`config.mk`:
```
export PLATFORM = sky130hd
export DESIGN_NAME = cdq_queue
export DESIGN_NICKNAME = d
export VERILOG_FILES = /design/src/design/cdq_pkg.sv /design/src/design/cdq_queue.sv
export SDC_FILE = /design/constraint.sdc
export NUM_CORES = 1
export LEC_CHECK = 0
export BUFFER_PORTS_ARGS = -buffer_cell sky130_fd_sc_hd__buf_2
export CAP_MARGIN = 15
export CORE_MARGIN = 1.5
export CORE_UTILIZATION = 56
export DETAILED_ROUTE_END_ITERATION = 16
export GPL_TIMING_DRIVEN = 0
export PLACE_DENSITY = 0.84
export SETUP_SLACK_MARGIN = 0.1
export SYNTH_ARGS = -nofsm -noshare
export SYNTH_HDL_FRONTEND = slang
export SYNTH_SLANG_ARGS = --single-unit
```
`constraint.sdc`:
```
create_clock -name clk_i -period 4.35 [get_ports clk_i]
set_clock_uncertainty 0.2 [all_clocks]
set_input_delay 0.2175 -clock clk_i [delete_from_list [all_inputs] [get_ports clk_i]]
set_output_delay 0.2175 -clock clk_i [all_outputs]
set_load 0.01 [all_outputs]
```
`src/design/cdq_pkg.sv`:
```
// Package for the circular deque: field widths, command/status/op codes
// and the item that travels from the front decoder to the back engine.
// No dependencies.
package cdq_pkg;

  // Default number of stored words
  localparam int unsigned DepthDef   = 8;
  // Entries of the op queue between front and back
  localparam int unsigned QueueDepth = 2;

  localparam int unsigned DataW = 32;
  localparam int unsigned CmdW  = 3;
  localparam int unsigned StatW = 3;
  localparam int unsigned AddrW = 2;
  localparam int unsigned PDataW = 32;

  // Byte address of the restrict_mode register
  localparam logic [AddrW-1:0] RegRestrictAddr = 2'd0;

  typedef enum logic [CmdW-1:0] {
    CMD_INS_FRONT = 3'd0,
    CMD_INS_BACK  = 3'd1,
    CMD_DEL_FRONT = 3'd2,
    CMD_DEL_BACK  = 3'd3,
    CMD_DUMP      = 3'd4
  } cmd_e;

  typedef enum logic [StatW-1:0] {
    ST_OK          = 3'd0,
    ST_OVERFLOW    = 3'd1,
    ST_UNDERFLOW   = 3'd2,
    ST_EMPTY       = 3'd3,
    ST_NOT_ALLOWED = 3'd4
  } status_e;

  typedef enum logic {
    MODE_IN_RESTRICT  = 1'b0,  // front insert refused
    MODE_OUT_RESTRICT = 1'b1   // back delete refused
  } mode_e;

  // Operation after decoding and the mode check
  typedef enum logic [2:0] {
    OP_INS_FRONT = 3'd0,
    OP_INS_BACK  = 3'd1,
    OP_DEL_FRONT = 3'd2,
    OP_DEL_BACK  = 3'd3,
    OP_DUMP      = 3'd4,
    OP_REFUSE    = 3'd5
  } op_e;

  typedef struct packed {
    op_e                     kind;
    logic signed [DataW-1:0] value;
  } op_t;

endpackage

```
`src/design/cdq_queue.sv`:
```
// Small op queue between the front decoder and the back engine.
// Depends on cdq_pkg.
module cdq_queue import cdq_pkg::*; #(
  parameter int unsigned Depth = QueueDepth
) (
  input  logic clk_i,
  input  logic rst_ni,
  input  logic push_i,
  input  op_t  op_i,
  output logic full_o,
  input  logic pop_i,
  output op_t  op_o,
  output logic empty_o
);

  localparam int unsigned PtrW = $clog2(Depth);
  localparam int unsigned CntW = $clog2(Depth + 1);
  localparam logic [PtrW-1:0] LastPtr = PtrW'(Depth - 1);
  localparam logic [CntW-1:0] FullCnt = CntW'(Depth);

  op_t             entry_q [Depth];
  logic [PtrW-1:0] wr_q, wr_d, rd_q, rd_d;
  logic [CntW-1:0] cnt_q, cnt_d;

  assign full_o  = (cnt_q == FullCnt);
  assign empty_o = (cnt_q == '0);
  assign op_o    = entry_q[rd_q];

  // Advance pointers and count
  always_comb begin
    wr_d  = wr_q;
    rd_d  = rd_q;
    cnt_d = cnt_q;
    if (push_i) begin
      wr_d = (wr_q == LastPtr) ? '0 : wr_q + 1'b1;
    end
    if (pop_i) begin
      rd_d = (rd_q == LastPtr) ? '0 : rd_q + 1'b1;
    end
    if (push_i && !pop_i) begin
      cnt_d = cnt_q + 1'b1;
    end else if (pop_i && !push_i) begin
      cnt_d = cnt_q - 1'b1;
    end
  end

  always_ff @(posedge clk_i or negedge rst_ni) begin
    if (!rst_ni) begin
      wr_q  <= '0;
      rd_q  <= '0;
      cnt_q <= '0;
    end else begin
      wr_q  <= wr_d;
      rd_q  <= rd_d;
      cnt_q <= cnt_d;
    end
  end

  // Store pushed ops
  always_ff @(posedge clk_i) begin
    if (push_i) begin
      entry_q[wr_q] <= op_i;
    end
  end

endmodule

```
Word level (Yosys, flattened, before mapping)
Memory sizes are Yosys's and may differ from the RTL's.
Cells that the tools add are included.

storage, ports and cells
  register bits after elaboration = 4
  memory bits (writable) = 70
  output and inout port bits = 37
  logic and storage cells = 21
  memories kept = 1

memories
  name     words  width  read ports  clocked after Yosys merged registers in  write ports  RTL line         source
  entry_q  2      35     1           0                                        1            cdq_queue.sv:21  op_t entry_q [Depth];

operators by class
  add/sub/neg operators = 4
  equality and inequality tests = 1
  multiplexer cells = 6
  reductions and logical operators = 6

operators by type and width
  cell                                               number
  two-way mux 1 bit                                  4
  two-way mux 2 bit                                  2
  adder 1 bit (second input constant)                2
  adder 2 x 1 -> 2 bit (second input constant)       1
  equality test 2 bit (second input constant)        1
  logical AND 1 bit                                  2
  logical NOT 1 bit                                  2
  logical NOT 2 bit                                  1
  nonzero test 2 bit                                 1
  subtractor 2 x 1 -> 2 bit (second input constant)  1

Longest topological paths before layout
  word-level depth = 4
  depth in mapped cells = 5

Least setup slack after synthesis
OpenSTA, ideal clock, no wires.

  path kind = flip-flop to flip-flop
  start point = register wr_q
  end point = memory entry_q[0][0] (netlist name) (enable)
  library setup time = 0.431 ns
  data arrival time = 1.973 ns
  required time = 3.719 ns
  path slack = 1.745 ns
  cell stages (with the launch flop) = 2
  path buffers = 0
  clock period less this slack = 2.605 ns
  cell sequence = dfrtp_1 > nor2b_1

RTL lines
  what                    RTL line         source
  start, declared         cdq_queue.sv:22  logic [PtrW-1:0] wr_q, wr_d, rd_q, rd_d;
  start signal, assigned  cdq_queue.sv:53  wr_q <= wr_d;
  end, declared           cdq_queue.sv:21

No word-level cell before the write port.

Worst setup path in the final report
  start point = input port push_i
  end point = memory entry_q[0][9] (netlist name) (enable)

between the ends
  cells in the longest elaborated chain, start to end = 2

ends and longest elaborated chain
  what                                     RTL line         source
  start, declared                          cdq_queue.sv:8   input logic push_i,
  two-way mux 1 bit                        cdq_queue.sv:61  if (push_i) begin
  two-way mux 1 bit (not written as such)  cdq_queue.sv:62  entry_q[wr_q] <= op_i;

No other way between the ends.

==> flow_metrics.env <==
export IMPL_timing_rr_start="wr_q"
export IMPL_ctsHtreeMaxLevel=3
export IMPL_grtUsageTotal=0.216
export IMPL_min_to="cnt_q[1]"
export IMPL_cts_buffers=9
export IMPL_synth_area_top_cells="edfxtp_1 73%, mux2_4 15%, dfrtp_1 3.5%, mux2_2 2.4%, buf_12 2.1%"
export IMPL_chipHeight_um=74.5
export IMPL_area_growth_pct=37.6
export IMPL_yosysTopAreaCellShare=0.734
export IMPL_grt_pass1_vias=1732
export IMPL_yosys_warnings=0
export IMPL_crit_type="primary input to flip-flop"
export IMPL_initial_utilization=0.594
export IMPL_whs_ns=0.336
export IMPL_syn_mean_instance_area_um2=22.9
export IMPL_yosysSeqAreaShare=0.769
export IMPL_slowest_stage="nor2b_4"
export IMPL_nNetsFinal=291
export IMPL_grt_max_degree=36
export IMPL_port_buffer_count=75
export IMPL_fin_crit_sh=0.448
export IMPL_syn_num_nets=165
export IMPL_final_core_util=0.818
export IMPL_gp_congestion=0.665
export IMPL_num_vias=1596
export IMPL_antenna_found_initial=0
export IMPL_p_per_area_nw_per_um2=599
export IMPL_drtIter0Drc=61
export IMPL_wl_um=5590
export IMPL_grt_overflow=0
export IMPL_grt_pass1_wl_um=8210
export IMPL_cts_tree="built"
export IMPL_fin_setup_tns_ns=0
export IMPL_yosysTopAreaCell="edfxtp_1"
export IMPL_hp_class="flip-flop to flip-flop"
export IMPL_clk_pin_slew_ns=0.07
export IMPL_root_buffer="clkbuf_8"
export IMPL_relSlewSlack=0.341
export IMPL_fp_dieArea_um2=5550
export IMPL_r2r_end="entry_q[0][9]"
export IMPL_clock_sinks=74
export IMPL_worstHoldStart="cnt_q[1]"
export IMPL_syn_area_um2=2860
export IMPL_ys_types=13
export IMPL_core_area_um2=4820
export IMPL_period_needed_ns=1.95
export IMPL_crit_arrival_ns=1.71
export IMPL_cp_max_fo=35
export IMPL_io_pins=76
export IMPL_crit_buf_inv=2
export IMPL_status="complete, no violations"
export IMPL_maxSlewViolCount=0
export IMPL_rr_worst_depth=1
export IMPL_tightestPinTransition_ns=0.986
export IMPL_syn_instance_count=125
export IMPL_wl_per_cell_um=17.3
export IMPL_finalSetupViolations=0
export IMPL_drc=0
export IMPL_drv_max_cap_violation_count=0
export IMPL_diodes=0
export IMPL_clock_fmax_mhz=513
export IMPL_vias_per_cell=4.94
export IMPL_crit_family="simple AND/OR/NAND/NOR gates"
export IMPL_cp_start_kind="primary input"
export IMPL_die_width_um=74.5
export IMPL_p_leak_uw=0.00162
export IMPL_synth_seq_cells=74
export IMPL_worstPathCellList="dlygate4sd3_1, buf_2, nor2b_4"
export IMPL_rrSetupSlack_ns=2.54
export IMPL_cp_end_kind="flip-flop"
export IMPL_clock_latency_ns=0.33
export IMPL_core_rowCount=25
export IMPL_rsz0062_at_grt="no"
export IMPL_hold_violations=0
export IMPL_cp_data_required_time_ns=4.11
export IMPL_final_layout_size_suffix_gt1_frac=0.504
export IMPL_ant_nets=0
export IMPL_first_pass_iters=6
export IMPL_peakVddDrop_v=0.000471
export IMPL_cts_buffer_depth=2
export IMPL_max_stage_delay_ns=0.81
export IMPL_holdPathStages=1
==> area by class of cell <==
class,count,area (um2)
Sequential cell,74,2200
Multi-Input combinational cell,46,594
Tap cell,67,83.8
Inverter,1,3.75
Fill cell,264,878
Clock buffer,9,124
Clock inverter,7,83.8
Timing Repair Buffer,115,776
Buffer,4,71.3
==> cells by family (layout without fill, tap and decap cells) <==
family	after synthesis	count (layout)	share of synthesized area
mux	35	35	0.176
simple gates	5	5	0.00918
buf+inv	5	136	0.0262
xor+xnor	5	5	0.0153
flops	74	74	0.769
fa+ha+maj	1	1	0.00437
==> where the power goes <==
group	total, uW	internal (uW)	switching, uW
combinational	799	430	369
clock	550	316	234
sequential	1010	952	57.2
==> worst max path at each step <==
stage                      start             end  slack [ns]  depth (start not counted)
after detailed placement    wr_q  entry_q[0][27]        2.49                          1
after CTS                 push_i   entry_q[0][7]        2.36                          3
final                     push_i   entry_q[0][9]        2.40                          3
after global routing      push_i   entry_q[0][9]        2.31                          3
after global placement      wr_q  entry_q[0][25]        1.08                          1
after floorplan             wr_q   entry_q[0][0]        1.75                          1
==> flip-flops by register name (all words and copies together) (netlist names) <==
name and cells:
cnt_q 2, entry_q 70, rd_q 1, wr_q 1
==> synth_stat cells (all sizes together) <==
| cell | instances |
|---|---|
| buf | 4 |
| mux2 | 35 |
| inv | 1 |
| dfrtp | 4 |
| and2 | 1 |
| nor2b | 2 |
| nor2 | 2 |
| xnor2 | 1 |
| ha | 1 |
| edfxtp | 70 |
| xor2 | 4 |
==> layer usage <==
metal  share of wire  vias to the layer above  track usage  wire (um)
li1                -                      740            -          -
met5               0                        -            0          0
met2            0.55                       63        0.391       3050
met3           0.048                       11       0.0705        270
met4           0.017                        0       0.0889         97
met1            0.39                      782        0.233       2170
==> cell usage in the layout (no fill, tap or decap), drive strengths merged <==
cell type	Yosys	layout
buf	4	79
edfxtp	70	70
dlygate4sd3	0	40
mux2	35	35
clkbuf	0	9
xor2	4	4
dfrtp	4	4
clkinv	0	4
nor2	2	2
bufinv	0	2
nor2b	2	2
inv	1	1
and2	1	1
xnor2	1	1
ha	1	1
clkinvlp	0	1
==> metrics by stage <==
step	worst slack [ns]	area (um2)	total power, uW	instances
6_report	2.40	3940	2360	323
5_1_grt	2.31	3940	2460	323
4_1_cts	2.36	3940	2360	323
3_5_place_dp	2.49	3330	1780	267
3_3_place_gp	1.08	3320	1750	267
2_1_floorplan	1.75	2860	1550	125
==> repair_timing <==
| item | CTS | global route |
|---|---|---|
| buffers inserted | 0 | 0 |
| hold endpoints to repair | 76 | 0 |
| hold buffers | 40 | 0 |
| gates resized for setup | 0 | 0 |
Note: power is estimated with default switching activity, not from simulation.
